[src/design/cmf_pkg.sv]
// Shared types, codes and constants of the cross morphology filter.
`default_nettype none
package cmf_pkg;

    // Sizes fixed by the stream format
    localparam int PIX_W       = 8;
    localparam int WIDTH_REG_W = 11;
    localparam int MODE_W      = 2;
    localparam int CFG_IDX_W   = 2;
    localparam int MAX_WIDTH_DEF = 1024;

    // Configuration register indexes
    typedef enum logic [CFG_IDX_W-1:0] {
        CFG_MODE       = 2'd0,
        CFG_TARGET     = 2'd1,
        CFG_SUBSTITUTE = 2'd2,
        CFG_WIDTH      = 2'd3
    } t_cfg_idx;

    // Filter modes; the unused code passes pixels through
    typedef enum logic [MODE_W-1:0] {
        MODE_REPLACE  = 2'd0,
        MODE_DILATION = 2'd1,
        MODE_EROSION  = 2'd2
    } t_mode;

    // Input opcodes
    typedef enum logic {
        OP_PIXEL = 1'b0,
        OP_FLUSH = 1'b1
    } t_opcode;

    // Filter settings seen by the compare network
    typedef struct packed {
        logic [MODE_W-1:0] mode;
        logic [PIX_W-1:0]  target;
        logic [PIX_W-1:0]  subst;
    } t_cfg;

    // Which neighbours lie inside the image
    typedef struct packed {
        logic up;
        logic lf;
        logic rt;
        logic dn;
    } t_nb_ok;

    // One result beat
    typedef struct packed {
        logic [PIX_W-1:0] pixel;
        logic             eor;
        logic             eof;
    } t_result;

endpackage
`default_nettype wire

[src/design/cmf_out_fifo.sv]
// Two-entry result queue that parts the filter from the output handshake.
`default_nettype none
module cmf_out_fifo (
    input  wire logic              i_clk,
    input  wire logic              i_rst_n,
    input  wire logic              i_push,
    input  wire cmf_pkg::t_result  i_data,
    input  wire logic              i_pop,
    output cmf_pkg::t_result       o_data,
    output logic                   o_valid,
    output logic [1:0]             o_count
);

    cmf_pkg::t_result r_mem [2];
    logic             r_wp;
    logic             r_rp;
    logic [1:0]       r_count;
    logic [1:0]       n_count;

    always_comb begin
        n_count = r_count + 2'(i_push) - 2'(i_pop);
    end

    // pointers and fill level
    always_ff @(posedge i_clk) begin
        if (!i_rst_n) begin
            r_wp    <= 1'b0;
            r_rp    <= 1'b0;
            r_count <= 2'd0;
        end else begin
            if (i_push) r_wp <= ~r_wp;
            if (i_pop)  r_rp <= ~r_rp;
            r_count <= n_count;
        end
    end

    // storage
    always_ff @(posedge i_clk) begin
        if (i_push) begin
            r_mem[r_wp] <= i_data;
        end
    end

    assign o_data  = r_mem[r_rp];
    assign o_valid = (r_count != 2'd0);
    assign o_count = r_count;

endmodule
`default_nettype wire

[config.mk]
export PLATFORM = sky130hd
export DESIGN_NAME = cmf_out_fifo
export DESIGN_NICKNAME = d
export VERILOG_FILES = /design/src/design/cmf_pkg.sv /design/src/design/cmf_out_fifo.sv
export SDC_FILE = /design/constraint.sdc
export NUM_CORES = 1
export LEC_CHECK = 0
export ABC_AREA = 1
export BUFFER_PORTS_ARGS = -buffer_cell sky130_fd_sc_hd__buf_2
export CORE_MARGIN = 2
export CORE_UTILIZATION = 45
export CTS_CLUSTER_DIAMETER = 120
export CTS_CLUSTER_SIZE = 14
export DETAILED_ROUTE_END_ITERATION = 7
export PLACE_DENSITY = 0.79
export SLEW_MARGIN = 40
export SYNTH_ARGS = -nofsm -noshare
export SYNTH_HDL_FRONTEND = slang
export SYNTH_SLANG_ARGS = --single-unit
[constraint.sdc]
create_clock -name i_clk -period 1.2 [get_ports i_clk]
set_input_delay 0.06 -clock i_clk [delete_from_list [all_inputs] [get_ports i_clk]]
set_output_delay 0.06 -clock i_clk [all_outputs]
set_load 0.01 [all_outputs]
==> impl_metrics.py, run 1 <==
metrics = {
    "critical_path": {
        "critPathSlowestCell": "dfxtp_2",
        "slowest_delay_ns": 0.36,
        "crit_arrival_ns": 1.24,
        "cp.required_ns": 1.14,
        "cp-start-kind": "flop",
        "worstPathMaxFanout": 10,
        "path_cells": "buf_12, mux2_4, buf_6",
        "end_kind": "primary output",
        "path_class": "reg -> out",
    },
    "cells_and_area": {
        "nets": 122,
        "layout_commonest_cell": "edfxtp_1",
        "final_util_pct": 70.2,
        "area_growth_pct": 42.9,
        "mostFrequentLayoutCells": "edfxtp_1, buf_2, dlygate4sd3_1, mux2_4, buf_6",
        "final_cells": 132,
        "drive_gt1_share_pct": 50.5,
        "insertedDiodeCount": 0,
        "fillers": 152,
        "multiInputGateArea_sq_um": 284,
        "fin_area_sq_mm": 0.00141,
        "regArea_sq_um": 703,
    },
    "sta": {
        "fin_tns_setup_ns": -0.954,
        "whs_ns": 0.0472,
        "finalHoldViolations": 0,
        "setup_violations": 11,
        "min_period_ns": 1.30,
        "finClkSkew_ns": 0.00102,
        "slew_viol_final": 0,
        "maxSlewHeadroom_pct": 72.9,
        "rsz0062_at_grt": "yes",
        "worst_pin_slew_ns": 0.405,
        "fmax_mhz": 768,
        "period_share_pct": 109,
        "layout_setup_ws_ns": -0.103,
    },
    "grt": {
        "grt_max_degree": 15,
        "antenna_found_initial": 0,
        "grt_first_pass_wirelength_um": 2580,
        "grt.overflow.total": 0,
        "grt_pass1_vias": 584,
        "grtUsageTotal_pct": 13.9,
    },
    "route": {
        "first_iter_violations": 4,
        "drc": 0,
        "final_antenna_net_count": 0,
        "vias_per_cell": 4.62,
        "wl_per_cell_um": 12.9,
        "vias": 610,
        "dr.pass1.iters": 4,
        "routed_wl_um": 1700,
    },
    "placed_design": {
        "port_buffers": 26,
        "globalplace.congestion": 0.560,
        "dpl.cell_count": 117,
        "placed_area_sq_mm": 0.00117,
        "dp_slack_ns": -0.0235,
        "dp_hpwl_um": 1070,
    },
    "logic_synthesis": {
        "syn-num-nets": 79,
        "yosys.cell_types.count": 10,
        "syn-cell-area_sq_um": 983,
        "yosys_warnings": 0,
        "syn_avg_cell_area_sq_um": 15.6,
        "synth_cells": 63,
        "synth-seq-cells": 25,
        "yosysSeqAreaShare_pct": 71.2,
    },
    "status": {
        "violations": "negative setup slack",
        "status": "finished, violations left",
    },
    "clocking": {
        "htreeDepth": 1,
        "cts_tree": "done",
        "clock-sinks": 25,
        "path_clk_slew_ns": 0.13,
        "clk_latency_ns": 0.30,
        "cts-buffers-inserted": 3,
        "clock-root-buffer": "clkbuf_4",
        "cts_setup_buffers": 0,
        "clockBufferDepth": 2,
    },
    "power": {
        "p_leak_nw": 0.603,
        "powerDensity_mw_per_mm2": 1240,
        "total_power_mw": 1.74,
        "ir_drop_mv": 0.744,
    },
    "floorplanning": {
        "die_x_um": 50.8,
        "boundaryPins": 27,
        "row_count": 16,
        "initial_utilization_pct": 49.1,
        "core-area_sq_mm": 0.00200,
        "die_area_sq_mm": 0.00258,
        "die_h_um": 50.8,
    },
    "job": {
        "cap_violations": 0,
    },
    "worst_hold_path": {
        "min_path_type": "in -> reg",
    },
}
==> what timing repair did <==
| action | in CTS | in global routing |
|---|---|---|
| hold buffers | 11 | 0 |
| resized for setup | 18 | 1 |
| pin swaps | 3 | 3 |
| endpoints found under the setup margin | 11 | 11 |
| hold endpoints to repair | 22 | 0 |
==> routing by layer <==
| metal | vias to the layer above | part of all wire (%) | GRT usage, % |
|---|---|---|---|
| met1 | 282 | 40 | 16.9 |
| li1 | 303 | - | - |
| met3 | 2 | 4.5 | 2.68 |
| met5 | - | 0 | 0 |
| met4 | 0 | 0.47 | 4.05 |
| met2 | 23 | 55 | 24.8 |
==> area by class of cell <==
| cell class | instances | area share (%) |
|---|---|---|
| Clock inverter | 1 | 0.356 |
| Timing Repair Buffer | 39 | 23.5 |
| Tap cell | 27 | 2.40 |
| Multi-Input combinational cell | 30 | 20.2 |
| Clock buffer | 3 | 1.60 |
| Sequential cell | 25 | 50.0 |
| Inverter | 7 | 1.87 |
==> logic make-up after synthesis <==
| group | synth area share, % |
|---|---|
| AOI/OAI and AO/OA | 0.508 |
| adders and majority gates | 2.54 |
| and+or+nand+nor | 6.62 |
| buffers and inverters | 3.82 |
| DFF | 71.2 |
| muxes | 15.3 |
==> synthesized netlist by cell type (all sizes together) <==
| master | count | area (sq um) |
|---|---|---|
| nand3 | 1 | 5.00 |
| buf | 1 | 11.3 |
| a21oi | 1 | 5.00 |
| mux2 | 10 | 150 |
| dfxtp | 5 | 100 |
| nand2 | 9 | 33.8 |
| nor2 | 7 | 26.3 |
| edfxtp | 20 | 601 |
| inv | 7 | 26.3 |
| ha | 2 | 25.0 |
==> power by group <==
part | leakage (nW) | internal (mW) | switching [mW] | total [mW]
Sequential | 0.230 | 0.996 | 0.0229 | 1.02
Clock | 0.0177 | 0.124 | 0.230 | 0.354
Combinational | 0.355 | 0.209 | 0.160 | 0.369
Total | 0.603 | 1.33 | 0.413 | 1.74
==> worst paths after layout <==
| kind | from | to | slack [ns] | cells after the start |
|---|---|---|---|---|
| max | flop | o_data[6] | -0.10 | 3 |
| min | i_pop | r_rp$_SDFFE_PN0P_ | 0.05 | 3 |
| max reg2reg | o_count[0]$_SDFF_PN0_ | o_count[1]$_SDFF_PN0_ | -0.01 | 9 |
| min reg2reg | r_wp$_SDFFE_PN0P_ | r_wp$_SDFFE_PN0P_ | 0.51 | 2 |
==> sequential cells by signal, indices dropped and copies added (netlist names), named ones only <==
signal / cells
o_count: 2
r_rp: 1
r_wp: 1
r_mem: 20
==> worst max-delay path: cells and delay by family (launching register included) <==
kind	cells	cell delay, ns
muxes	1	0.31
DFF	1	0.36
buffers and inverters	2	0.26
Power figures use the tool's default switching activity.
==> inputs of run 2 (changes only) <==
--- a/config.mk
+++ b/config.mk
@@ -8,11 +8,11 @@
 export ABC_AREA = 1
 export BUFFER_PORTS_ARGS = -buffer_cell sky130_fd_sc_hd__buf_2
 export CORE_MARGIN = 2
-export CORE_UTILIZATION = 45
+export CORE_UTILIZATION = 40
 export CTS_CLUSTER_DIAMETER = 120
 export CTS_CLUSTER_SIZE = 14
 export DETAILED_ROUTE_END_ITERATION = 7
-export PLACE_DENSITY = 0.79
+export PLACE_DENSITY = 0.72
 export SLEW_MARGIN = 40
 export SYNTH_ARGS = -nofsm -noshare
 export SYNTH_HDL_FRONTEND = slang
==> impl_metrics.py, run 2 (synthesized netlist as in run 1, its figures left out) <==
metrics = {
    "status": {
        "status": "finished, violations left",
        "violations": "negative setup slack",
    },
    "clocking": {
        "clk_latency_ns": 0.30,
        "htreeDepth": 1,
        "clockBufferDepth": 2,
        "clock-root-buffer": "clkbuf_4",
        "clock-sinks": 25,
        "cts_tree": "done",
        "cts-buffers-inserted": 3,
        "path_clk_slew_ns": 0.12,
    },
    "job": {
        "cap_violations": 0,
    },
    "worst_hold_path": {
        "hold_depth": 3,
        "min_path_type": "in -> reg",
    },
    "sta": {
        "maxSlewHeadroom_pct": 90.6,
        "period_share_pct": 108,
        "finClkSkew_ns": 0.00406,
        "layout_setup_ws_ns": -0.0945,
        "fin_tns_setup_ns": -0.921,
        "whs_ns": 0.0597,
        "worst_pin_slew_ns": 0.140,
        "slew_viol_final": 0,
        "setup_violations": 11,
        "finalHoldViolations": 0,
        "rsz0062_at_grt": "yes",
        "min_period_ns": 1.29,
        "fmax_mhz": 773,
    },
    "cells_and_area": {
        "area_growth_pct": 45.2,
        "largest_register_ff_count": 20,
        "fillers": 182,
        "final_util_pct": 62.7,
        "insertedDiodeCount": 0,
        "mostFrequentLayoutCells": "edfxtp_1, buf_2, dlygate4sd3_1, mux2_4, buf_6",
        "final_cells": 135,
        "nets": 124,
        "regMostFlops": "r_mem",
        "regArea_sq_um": 703,
        "multiInputGateArea_sq_um": 289,
        "layout_commonest_cell": "edfxtp_1",
        "drive_gt1_share_pct": 52.3,
    },
    "placed_design": {
        "globalplace.congestion": 0.681,
        "dpl.cell_count": 119,
        "dp_hpwl_um": 1020,
        "port_buffers": 26,
    },
    "critical_path": {
        "path_class": "reg -> out",
        "reg2reg_depth": 8,
        "worstPathMaxFanout": 10,
        "cp.required_ns": 1.14,
        "end_kind": "primary output",
        "cp-start-kind": "flop",
        "crit_arrival_ns": 1.23,
        "ff2ff_setup_slack_ns": -0.04,
    },
    "grt": {
        "grtUsageTotal_pct": 12.8,
        "grt_first_pass_wirelength_um": 2530,
        "grt_pass1_vias": 599,
        "grt.overflow.total": 0,
        "grt_max_degree": 14,
        "antenna_found_initial": 0,
    },
    "route": {
        "dr.pass1.iters": 4,
        "vias_per_cell": 4.47,
        "routed_wl_um": 1580,
        "wl_per_cell_um": 11.7,
        "drc": 0,
        "final_antenna_net_count": 0,
        "first_iter_violations": 7,
        "vias": 604,
    },
    "floorplanning": {
        "die_area_sq_mm": 0.00287,
        "die_h_um": 53.6,
        "row_count": 17,
        "core-area_sq_mm": 0.00228,
        "die_x_um": 53.6,
        "boundaryPins": 27,
        "initial_utilization_pct": 43.2,
    },
    "power": {
        "ir_drop_mv": 0.679,
        "total_power_mw": 1.76,
        "powerDensity_mw_per_mm2": 1230,
        "p_leak_nw": 0.610,
    },
}
[run 2: cell count changes in the layout (fill, tap and decap cells not counted), sizes merged]
cell,previous run,this run
clkbuf,3,4
buf,28,30
clkinv,1,0
[run 2: per-stage QoR]
| stage | setup slack [ns] | area (sq um) |
|---|---|---|
| floorplan | 0.00470 | 987 |
| global placement | 0.0361 | 1180 |
| detailed placement | -0.0223 | 1180 |
| CTS | -0.109 | 1420 |
| global route | -0.151 | 1430 |
| finish | -0.0945 | 1430 |
[run 2: layer usage]
| layer | global-route usage (%) | wire length [um] | vias up |
|---|---|---|---|
| met4 | 5.13 | 0 | 0 |
| met2 | 24.3 | 858 | 23 |
| met1 | 13.5 | 632 | 278 |
| met3 | 3.06 | 93 | 0 |
| li1 | - | - | 303 |
| met5 | 0 | 0 | - |
[run 2: worst paths after layout]
path	from	endpoint
min	i_push	r_wp$_SDFFE_PN0P_
min reg2reg	r_wp$_SDFFE_PN0P_	r_wp$_SDFFE_PN0P_
max reg2reg	o_count[0]$_SDFF_PN0_	o_count[1]$_SDFF_PN0_
max	flop	o_data[4]
[run 2: repair_timing]
item | CTS | global route
endpoints found under the hold margin | 23 | 0
setup endpoints to repair | 11 | 11
hold buffers | 11 | 0
buffers inserted | 1 | 0
resized for setup | 19 | 3
pin swaps | 6 | 4
[run 2: worst max-delay path, cell delays in order, from the launching register on]
cell     delay [ns]
dfxtp_2        0.36
buf_12         0.14
mux2_4         0.31
buf_6          0.12
[run 2: layout make-up]
cell class / instances / share of cell area, %
Tap cell: 28 / 2.45
Multi-Input combinational cell: 30 / 20.2
Timing Repair Buffer: 41 / 24.2
Inverter: 7 / 2.02
Sequential cell: 25 / 49.3
Clock buffer: 4 / 1.84
[run 2: where the power goes]
part | switching (mW) | internal, mW | leakage (nW)
logic | 0.170 | 0.225 | 0.365
registers | 0.0211 | 0.995 | 0.230
clock network | 0.216 | 0.129 | 0.0150
total | 0.407 | 1.35 | 0.610
