===== config.mk =====
export PLATFORM = sky130hd
export DESIGN_NAME = cmf_filter
export DESIGN_NICKNAME = d
export VERILOG_FILES = /design/src/design/cmf_pkg.sv /design/src/design/cmf_filter.sv
export SDC_FILE = /design/constraint.sdc
export NUM_CORES = 1
export LEC_CHECK = 0
export BUFFER_PORTS_ARGS = -buffer_cell sky130_fd_sc_hd__buf_2
export CAP_MARGIN = 10
export CORE_ASPECT_RATIO = 2
export CORE_MARGIN = 5
export CORE_UTILIZATION = 25
export DETAILED_ROUTE_END_ITERATION = 16
export SYNTH_ARGS = -nofsm -noshare
export SYNTH_HDL_FRONTEND = slang
export SYNTH_SLANG_ARGS = --single-unit

===== constraint.sdc =====
create_clock -name vclk -period 2.2
set_input_delay 0 -clock vclk [all_inputs]
set_output_delay 0 -clock vclk [all_outputs]
set_load 0.005 [all_outputs]

===== src/design/cmf_pkg.sv =====
// Shared types, codes and constants of the cross morphology filter.
`default_nettype none
package cmf_pkg;

    // Sizes fixed by the stream format
    localparam int PIX_W       = 8;
    localparam int WIDTH_REG_W = 11;
    localparam int MODE_W      = 2;
    localparam int CFG_IDX_W   = 2;
    localparam int MAX_WIDTH_DEF = 1024;

    // Configuration register indexes
    typedef enum logic [CFG_IDX_W-1:0] {
        CFG_MODE       = 2'd0,
        CFG_TARGET     = 2'd1,
        CFG_SUBSTITUTE = 2'd2,
        CFG_WIDTH      = 2'd3
    } t_cfg_idx;

    // Filter modes; the unused code passes pixels through
    typedef enum logic [MODE_W-1:0] {
        MODE_REPLACE  = 2'd0,
        MODE_DILATION = 2'd1,
        MODE_EROSION  = 2'd2
    } t_mode;

    // Input opcodes
    typedef enum logic {
        OP_PIXEL = 1'b0,
        OP_FLUSH = 1'b1
    } t_opcode;

    // Filter settings seen by the compare network
    typedef struct packed {
        logic [MODE_W-1:0] mode;
        logic [PIX_W-1:0]  target;
        logic [PIX_W-1:0]  subst;
    } t_cfg;

    // Which neighbours lie inside the image
    typedef struct packed {
        logic up;
        logic lf;
        logic rt;
        logic dn;
    } t_nb_ok;

    // One result beat
    typedef struct packed {
        logic [PIX_W-1:0] pixel;
        logic             eor;
        logic             eof;
    } t_result;

endpackage
`default_nettype wire


===== src/design/cmf_filter.sv =====
// Cross window compare network: replace, dilation and erosion rules.
`default_nettype none
module cmf_filter (
    input  wire cmf_pkg::t_cfg              i_cfg,
    input  wire cmf_pkg::t_nb_ok            i_ok,
    input  wire logic [cmf_pkg::PIX_W-1:0]  i_center,
    input  wire logic [cmf_pkg::PIX_W-1:0]  i_up,
    input  wire logic [cmf_pkg::PIX_W-1:0]  i_lf,
    input  wire logic [cmf_pkg::PIX_W-1:0]  i_rt,
    input  wire logic [cmf_pkg::PIX_W-1:0]  i_dn,
    output logic      [cmf_pkg::PIX_W-1:0]  o_pixel
);

    logic ctr_hit;
    logic any_hit;
    logic any_miss;

    // neighbour tests, out-of-image neighbours left out
    always_comb begin
        ctr_hit  = (i_center == i_cfg.target);
        any_hit  = (i_ok.up && (i_up == i_cfg.target)) ||
                   (i_ok.lf && (i_lf == i_cfg.target)) ||
                   (i_ok.rt && (i_rt == i_cfg.target)) ||
                   (i_ok.dn && (i_dn == i_cfg.target));
        any_miss = (i_ok.up && (i_up != i_cfg.target)) ||
                   (i_ok.lf && (i_lf != i_cfg.target)) ||
                   (i_ok.rt && (i_rt != i_cfg.target)) ||
                   (i_ok.dn && (i_dn != i_cfg.target));
    end

    // mode select
    always_comb begin
        case (i_cfg.mode)
            cmf_pkg::MODE_REPLACE: begin
                o_pixel = ctr_hit ? i_cfg.subst : i_center;
            end
            cmf_pkg::MODE_DILATION: begin
                o_pixel = (!ctr_hit && any_hit) ? i_cfg.target : i_center;
            end
            cmf_pkg::MODE_EROSION: begin
                o_pixel = (ctr_hit && any_miss) ? i_cfg.subst : i_center;
            end
            default: begin
                o_pixel = i_center;
            end
        endcase
    end

endmodule
`default_nettype wire


==> flow_summary.ini, run 1 <==
[outcome]
run_status = finished, final reports clean

[setup_path]
critical_path.slowest_cell = sky130_fd_sc_hd__a2111o_1
type_of_origin_of_the_critical_path = input pin
setup.worst_path.end_class = output pin
cp_arrival_ns = 2.03
critical_path.top_delay_family = compound AO/OA/AOI/OAI gates
cpPeakStageDelay_ns = 0.46
timing.critical_path.buf_inv = 2
crit_chain = buf_2 -> xor2_1 -> nor4_2 -> a21boi_1 -> a2111o_1 -> o21a_1 -> mux2i_1 -> mux2i_1 -> buf_2
timing.setup.critical_path_class = input pin to output pin
worstPathMaxFanout = 6
critical_path_required_ns = 2.20

[power_and_ir_drop]
power.share.clock_pct = 0
ir_worst_vdd_mv = 0.06600
net-switching-power_mw = 0.1134
seq_power_share_pct = 0
post-layout-total-power_mw = 0.2220
internal_power_mw = 0.1086
p_per_area_mw_per_mm2 = 165.8
comb_power_share_pct = 100.0
power.leakage_nw = 0.5898
swShare_pct = 51.08

[global_routing]
grt_first_pass_wirelength_um = 5299
via_count_of_the_first_global_routing_pass = 1164
gr-total-overflow = 0
track_usage_pct = 11.35
grt_start_max_net_pins = 17
initial_antenna_violation_count = 0

[synthesis]
post_synth_instance_area_mm2 = 0.001042
synth.lib_cells_used.distinct = 31
avgSynthCellArea_um2 = 8.685
syn-num-nets = 182
synth-seq-area-share_pct = 0
number_of_instances_in_the_synthesized_netlist = 120
number_of_warnings_reported_in_the_yosys_synthesis_log = 0

[floorplan]
chipHeight_um = 101.3
die-width_um = 55.66
start_util_pct = 25.50
rows = 33
floorplan.io_pins = 70
placeableCoreArea_mm2 = 0.004088
die_area_mm2 = 0.005638

[sta]
grt_setup_unrepaired = false
slew_viol_final = 0
timing.max_slew.rel_slack_pct = 72.56
actual_transition_at_the_worst_max_transition_pin_ns = 0.4078
number_of_failing_hold_endpoints_at_the_final_stage = 0
totalNegativeSetupSlack_ns = 0
max_clock_freq_mhz = 491.8
final.hold.worst_slack_ns = 0.3608
finalWorstSetupSlack_ns = 0.1668
timing.final.crit_period_ns = 2.033
setup-violations-final = 0
share_of_the_clock_period_used_by_the_worst_path_after_layout_pct = 92.42

[place]
placedCellCount = 230
weighted_congestion_at_the_end_of_routability_driven_global_placement = 0.8584
place.port_buffers = 70
dpl_cell_area_mm2 = 0.001339
dpl_hpwl_um = 2984
worst_setup_timing_slack_at_the_placement_stage_ns = 0.1434

[layout]
fillers = 460
num-nets-final = 242
n_sequential_cell = 0
multi_input_comb_area_um2 = 892.1
layout.cells.non_filler = 230
final_design_area_no_fill_mm2 = 0.001339
final-seq-area_um2 = 0
layout.core_utilization_pct = 32.75
clkbuf_count = 0
drive_gt1_share_pct = 45.51
area_growth_syn_to_layout_pct = 28.45
antenna-diode-count = 0

[flow_run]
maxCapViolations = 0

[drt]
ant_nets = 0
drc_violation_count_after_routing = 0
drt_iter0_drc = 7
drt-pass1-iter-count = 2
routedWlPerCell_um = 14.37
totalWireLength_um = 3306
vias_per_cell = 4.509
vias = 1037

[worst_hold_path]
worstHoldPathType = input pin to output pin

[cts]
ctsHoldBuffers = 0
post_cts.repair.setup_buffers = 0
cts_resized = 0
## metal layers
| layer | GRT usage (%) | wire length, um | vias to the layer above |
|---|---|---|---|
| met1 | 11.78 | 1096 | 471 |
| li1 | - | - | 535 |
| met2 | 24.18 | 2055 | 29 |
| met3 | 1.148 | 136 | 2 |
| met4 | 1.311 | 18 | 0 |
| met5 | 0 | 0 | - |
## cells in the mapped netlist (2+ instances only)
| library cell | instances | area [um2] |
|---|---|---|
| sky130_fd_sc_hd__and3_1 | 2 | 12.51 |
| sky130_fd_sc_hd__a21oi_1 | 2 | 10.01 |
| sky130_fd_sc_hd__a21boi_1 | 3 | 22.52 |
| sky130_fd_sc_hd__buf_6 | 8 | 90.09 |
| sky130_fd_sc_hd__nand4_1 | 2 | 12.51 |
| sky130_fd_sc_hd__nand3_1 | 4 | 20.02 |
| sky130_fd_sc_hd__nor4_2 | 4 | 50.05 |
| sky130_fd_sc_hd__nand2_1 | 5 | 18.77 |
| sky130_fd_sc_hd__mux2i_1 | 20 | 200.2 |
| sky130_fd_sc_hd__nor2_1 | 5 | 18.77 |
| sky130_fd_sc_hd__a32oi_1 | 2 | 17.52 |
| sky130_fd_sc_hd__xor2_1 | 30 | 262.8 |
| sky130_fd_sc_hd__nor3b_1 | 2 | 15.01 |
| sky130_fd_sc_hd__nor4_1 | 3 | 18.77 |
| sky130_fd_sc_hd__xor2_2 | 2 | 32.53 |
| sky130_fd_sc_hd__buf_4 | 2 | 15.01 |
| sky130_fd_sc_hd__a31oi_1 | 2 | 12.51 |
| sky130_fd_sc_hd__xnor2_1 | 8 | 70.07 |
| sky130_fd_sc_hd__a211oi_1 | 2 | 15.01 |
## final cells by class
cell class	count	area share [%]
well taps	52	4.860
repair buffers	72	28.22
inverters	1	0.2804
multi-input cells	105	66.64
## cell usage in the layout (no fill, tap or decap)
master	synthesis	routed
sky130_fd_sc_hd__buf_2	0	70
sky130_fd_sc_hd__xor2_1	30	30
sky130_fd_sc_hd__mux2i_1	20	20
sky130_fd_sc_hd__xnor2_1	8	8
sky130_fd_sc_hd__nor2_1	5	5
sky130_fd_sc_hd__nand2_1	5	5
sky130_fd_sc_hd__nor4_2	4	4
sky130_fd_sc_hd__nand3_1	4	4
sky130_fd_sc_hd__a21boi_1	3	3
sky130_fd_sc_hd__nor4_1	3	3
sky130_fd_sc_hd__nand4_1	2	2
sky130_fd_sc_hd__and3_1	2	2
sky130_fd_sc_hd__nor3b_1	2	2
sky130_fd_sc_hd__a211oi_1	2	2
sky130_fd_sc_hd__xor2_2	2	2
sky130_fd_sc_hd__a21oi_1	2	2
sky130_fd_sc_hd__a31oi_1	2	2
sky130_fd_sc_hd__a32oi_1	2	2
sky130_fd_sc_hd__nor2_4	1	1
sky130_fd_sc_hd__nor4_4	1	1
sky130_fd_sc_hd__a2111o_1	1	1
sky130_fd_sc_hd__and3b_1	1	1
sky130_fd_sc_hd__a41oi_2	1	1
sky130_fd_sc_hd__inv_1	1	1
sky130_fd_sc_hd__o21a_1	1	1
sky130_fd_sc_hd__and2_1	1	1
sky130_fd_sc_hd__buf_12	0	1
sky130_fd_sc_hd__buf_4	2	1
## cell families (layout without fill, tap and decap cells)
logic type / Yosys count / after routing / synth area share (%)
AOI/OAI and AO/OA: 14 / 14 / 10.80
xor gates and xnor gates: 40 / 40 / 35.05
and+or+nand+nor: 31 / 31 / 20.53
buffers and inverters: 15 / 73 / 14.41
muxes: 20 / 20 / 19.21
## power by group through the flow
stage / Clock (mW) / Sequential [mW] / Combinational (mW)
after global placement: 0 / 0 / 0.224
after detailed placement: 0 / 0 / 0.225
after floorplan: 0 / 0 / 0.141
after CTS: 0 / 0 / 0.226
final: 0 / 0 / 0.222
after global routing: 0 / 0 / 0.245
## path summary, 6_finish.rpt
path / from / cells after the start / slack, ns / end
worst max-delay path: i_cfg[12] / 9 / 0.17 / o_pixel[0]
worst min-delay path: i_cfg[17] / 3 / 0.36 / o_pixel[4]
## worst min-delay path, cell delays in order
cell,delay (ns)
sky130_fd_sc_hd__buf_2,0.16
sky130_fd_sc_hd__a32oi_1,0.07
sky130_fd_sc_hd__buf_2,0.13
Note: power is estimated with default switching activity, not from simulation.
==> inputs of run 2 (changes only) <==
--- a/config.mk
+++ b/config.mk
@@ -7,7 +7,6 @@
 export LEC_CHECK = 0
 export BUFFER_PORTS_ARGS = -buffer_cell sky130_fd_sc_hd__buf_2
 export CAP_MARGIN = 10
-export CORE_ASPECT_RATIO = 2
 export CORE_MARGIN = 5
 export CORE_UTILIZATION = 25
 export DETAILED_ROUTE_END_ITERATION = 16
==> flow_summary.ini, run 2 (same netlist as run 1, synthesis figures left out) <==
[global_routing]
track_usage_pct = 10.57
grt_first_pass_wirelength_um = 4754
gr-total-overflow = 0
grt_start_max_net_pins = 17
via_count_of_the_first_global_routing_pass = 1007
initial_antenna_violation_count = 0

[floorplan]
chipHeight_um = 74.57
floorplan.io_pins = 70
die-width_um = 74.57
rows = 23
placeableCoreArea_mm2 = 0.004029
start_util_pct = 25.87
die_area_mm2 = 0.005560

[sta]
actual_transition_at_the_worst_max_transition_pin_ns = 0.3887
setup-violations-final = 0
timing.final.crit_period_ns = 2.042
share_of_the_clock_period_used_by_the_worst_path_after_layout_pct = 92.80
number_of_failing_hold_endpoints_at_the_final_stage = 0
timing.max_slew.rel_slack_pct = 73.85
totalNegativeSetupSlack_ns = 0
slew_viol_final = 0
grt_setup_unrepaired = false
max_clock_freq_mhz = 489.8

[drt]
drc_violation_count_after_routing = 0
totalWireLength_um = 3141
drt_iter0_drc = 46
routedWlPerCell_um = 13.84
ant_nets = 0
vias = 1031
vias_per_cell = 4.542
drt-pass1-iter-count = 4

[place]
weighted_congestion_at_the_end_of_routability_driven_global_placement = 0.7748
dpl_cell_area_mm2 = 0.001316
place.port_buffers = 70
dpl_hpwl_um = 2699
placedCellCount = 227

[setup_path]
type_of_origin_of_the_critical_path = input pin
setup.worst_path.end_class = output pin
worstPathMaxFanout = 6
timing.setup.critical_path_class = input pin to output pin
critical_path_required_ns = 2.20
cp_arrival_ns = 2.04

[layout]
antenna-diode-count = 0
final-seq-area_um2 = 0
layout.cells.most_common = sky130_fd_sc_hd__buf_2
layout.cells.non_filler = 227
fillers = 457
num-nets-final = 241
final_design_area_no_fill_mm2 = 0.001323
clkbuf_count = 0
area_growth_syn_to_layout_pct = 26.89
layout_common_cells = 70 x sky130_fd_sc_hd__buf_2, 30 x sky130_fd_sc_hd__xor2_1, 20 x sky130_fd_sc_hd__mux2i_1
drive_gt1_share_pct = 45.76
n_sequential_cell = 0

[worst_hold_path]
hold_depth = 3
worstHoldPathType = input pin to output pin
whs_endpoint = o_pixel[4]
hold_path_startpoint = i_cfg[17]

[power_and_ir_drop]
power.share.clock_pct = 0
p_per_area_mw_per_mm2 = 167.0
internal_power_mw = 0.1085
post-layout-total-power_mw = 0.2209
ir_worst_vdd_mv = 0.05530
comb_power_share_pct = 100.0
seq_power_share_pct = 0
power.leakage_nw = 0.5822
net-switching-power_mw = 0.1124
swShare_pct = 50.88

[cts]
ctsHoldBuffers = 0
post_cts.repair.setup_buffers = 0

[flow_run]
maxCapViolations = 0

[outcome]
run_status = finished, final reports clean
-- run 2: cell types whose count changed in the layout (fill, tap and decap cells not counted) --
cell	before	now
sky130_fd_sc_hd__buf_12	1	0
sky130_fd_sc_hd__nor4_1	3	2
sky130_fd_sc_hd__nor4_2	4	5
-- run 2: timing repair --
item | CTS | global route
setup endpoints to repair | 0 | 4
gates resized for setup | 0 | 1
endpoints found under the hold margin | 0 | 0
-- run 2: cell type report --
class / count / area, um2 / share of cell area (%)
multi-input combinational: 105 / 898.4 / 67.93
timing repair buffer: 71 / 357.8 / 27.06
inverter: 1 / 3.754 / 0.2838
tap: 50 / 62.56 / 4.730
-- run 2: power by group through the flow --
stage                     Sequential (mW)  Combinational [mW]  Clock [mW]
final                                   0               0.221           0
after detailed placement                0               0.221           0
after global placement                  0               0.220           0
after floorplan                         0               0.141           0
after global routing                    0               0.244           0
after CTS                               0               0.222           0
-- run 2: worst max path at each step --
stage               from         end  slack, ns  depth (start not counted)
6_report       i_cfg[12]  o_pixel[2]       0.16                          9
5_1_grt         i_cfg[8]  o_pixel[2]      0.003                          9
4_1_cts        i_cfg[11]  o_pixel[1]       0.13                          9
3_5_place_dp   i_cfg[11]  o_pixel[2]       0.14                          9
3_3_place_gp   i_cfg[11]  o_pixel[7]       0.16                          9
2_1_floorplan   i_cfg[9]  o_pixel[4]       0.52                          9
-- run 2: routing by layer --
| layer | routed length (um) | vias up | GRT usage [%] |
|---|---|---|---|
| met5 | 0 | - | 0 |
| li1 | - | 533 | - |
| met4 | 0 | 0 | 0 |
| met3 | 230 | 0 | 1.081 |
| met1 | 1452 | 457 | 16.21 |
| met2 | 1458 | 41 | 16.88 |
-- run 2: worst max-delay path: stages --
cell	delay [ns]
sky130_fd_sc_hd__buf_2	0.17
sky130_fd_sc_hd__xor2_1	0.18
sky130_fd_sc_hd__nor4_2	0.36
sky130_fd_sc_hd__a21boi_1	0.12
sky130_fd_sc_hd__a2111o_1	0.46
sky130_fd_sc_hd__o21a_1	0.32
sky130_fd_sc_hd__mux2i_1	0.16
sky130_fd_sc_hd__mux2i_1	0.14
sky130_fd_sc_hd__buf_2	0.13
-- run 2: stage by stage --
stage / hold slack, ns / setup slack (ns) / utilization [%]
final: 0.3628 / 0.1583 / 32.83
after global routing: 0.3946 / 0.002573 / 32.83
after CTS: 0.3638 / 0.1262 / 32.67
after detailed placement: 0.3649 / 0.1411 / 32.67
after global placement: 0.3605 / 0.1575 / 32.67
after floorplan: 0.1759 / 0.5204 / -
==> inputs of run 3 (changes only) <==
--- a/config.mk
+++ b/config.mk
@@ -5,11 +5,12 @@
 export SDC_FILE = /design/constraint.sdc
 export NUM_CORES = 1
 export LEC_CHECK = 0
-export BUFFER_PORTS_ARGS = -buffer_cell sky130_fd_sc_hd__buf_2
 export CAP_MARGIN = 10
+export CORE_ASPECT_RATIO = 0.8
 export CORE_MARGIN = 5
 export CORE_UTILIZATION = 25
 export DETAILED_ROUTE_END_ITERATION = 16
+export DONT_BUFFER_PORTS = 1
 export SYNTH_ARGS = -nofsm -noshare
 export SYNTH_HDL_FRONTEND = slang
 export SYNTH_SLANG_ARGS = --single-unit
==> flow_summary.ini, run 3 (same netlist as run 1, synthesis figures left out) <==
[sta]
share_of_the_clock_period_used_by_the_worst_path_after_layout_pct = 80.36
grt_setup_unrepaired = false
timing.max_slew.rel_slack_pct = 69.78
max_clock_freq_mhz = 565.7
setup-violations-final = 0
totalNegativeSetupSlack_ns = 0
slew_viol_final = 0
timing.final.crit_period_ns = 1.768
actual_transition_at_the_worst_max_transition_pin_ns = 0.4491
number_of_failing_hold_endpoints_at_the_final_stage = 0

[setup_path]
setup.worst_path.end_class = output pin
cp_arrival_ns = 1.77
type_of_origin_of_the_critical_path = input pin
critPathLaunch = i_cfg[14]
worstPathMaxFanout = 6
critical_path_required_ns = 2.20
timing.setup.critical_path_class = input pin to output pin

[worst_hold_path]
worstHoldPathType = input pin to output pin
hold_path_startpoint = i_cfg[17]

[global_routing]
via_count_of_the_first_global_routing_pass = 839
track_usage_pct = 9.978
initial_antenna_violation_count = 0
gr-total-overflow = 0
grt_start_max_net_pins = 17
grt_first_pass_wirelength_um = 4305

[layout]
multi_input_comb_area_um2 = 892.1
num-nets-final = 170
n_sequential_cell = 0
clkbuf_count = 0
area_growth_syn_to_layout_pct = -7.203
layout.cells.non_filler = 163
fillers = 476
final-seq-area_um2 = 0
layout.core_utilization_pct = 23.60
layout.cells.most_common = sky130_fd_sc_hd__xor2_1
drive_gt1_share_pct = 8.491
layout_common_cells = 30 x sky130_fd_sc_hd__xor2_1, 20 x sky130_fd_sc_hd__mux2i_1, 8 x sky130_fd_sc_hd__xnor2_1
antenna-diode-count = 0

[place]
place.port_buffers = 0
dpl_hpwl_um = 2613
placedCellCount = 163
weighted_congestion_at_the_end_of_routability_driven_global_placement = 0.7202

[floorplan]
floorplan.io_pins = 70
die-width_um = 82.19
chipHeight_um = 67.75
rows = 21
start_util_pct = 25.43
die_area_mm2 = 0.005568
placeableCoreArea_mm2 = 0.004099

[power_and_ir_drop]
p_per_area_mw_per_mm2 = 120.3
ir_worst_vdd_mv = 0.02954
post-layout-total-power_mw = 0.1163
power.leakage_nw = 0.3004

[outcome]
run_status = finished, final reports clean

[drt]
vias = 812
drt_iter0_drc = 22
vias_per_cell = 4.982
ant_nets = 0
totalWireLength_um = 2977
drt-pass1-iter-count = 4
drc_violation_count_after_routing = 0
routedWlPerCell_um = 18.26

[cts]
ctsHoldBuffers = 0
post_cts.repair.setup_buffers = 0
cts_resized = 0

[flow_run]
maxCapViolations = 0
==> run 3: changes by cell type in the layout (fill, tap and decap cells not counted) <==
cell,previous run,this run
sky130_fd_sc_hd__buf_2,70,0
sky130_fd_sc_hd__buf_4,1,0
sky130_fd_sc_hd__nor4_1,2,3
sky130_fd_sc_hd__nor4_2,5,4
==> run 3: final cells by class <==
cell class | instances | area share (%)
Multi-Input combinational cell | 105 | 92.24
Tap cell | 57 | 7.374
Inverter | 1 | 0.3881
==> run 3: where the power goes <==
| group | total, mW | internal (mW) | switching, mW |
|---|---|---|---|
| clock | 0 | 0 | 0 |
| sequential | 0 | 0 | 0 |
| combinational | 0.116 | 0.0637 | 0.0526 |
==> run 3: path summary, 6_finish.rpt <==
kind | to | slack, ns | cells past startpoint
setup / recovery | o_pixel[5] | 0.43 | 7
hold / removal | o_pixel[6] | 0.06 | 1
==> run 3: worst max-delay path: stages <==
cell	delay [ns]
sky130_fd_sc_hd__xor2_1	0.14
sky130_fd_sc_hd__nor4_1	0.44
sky130_fd_sc_hd__nand3_1	0.16
sky130_fd_sc_hd__a41oi_2	0.26
sky130_fd_sc_hd__and2_1	0.40
sky130_fd_sc_hd__mux2i_1	0.25
sky130_fd_sc_hd__mux2i_1	0.12
==> run 3: per-stage QoR <==
step                      hold WS, ns  area (um2)  worst slack (ns)
final                         0.05947       967.2            0.4322
after detailed placement      0.06530       967.2            0.3910
after floorplan                0.1759        1042            0.5204
after CTS                     0.06513       967.2            0.3862
after global routing          0.06847       967.2            0.2117
after global placement        0.06725       967.2            0.3583
==> run 3: layer usage <==
metal | track usage (%) | vias up | routed length (um)
met5 | 0 | - | 0
met4 | 0 | 0 | 0
met3 | 3.200 | 0 | 372
met2 | 17.20 | 43 | 1353
met1 | 12.85 | 378 | 1251
li1 | - | 391 | -
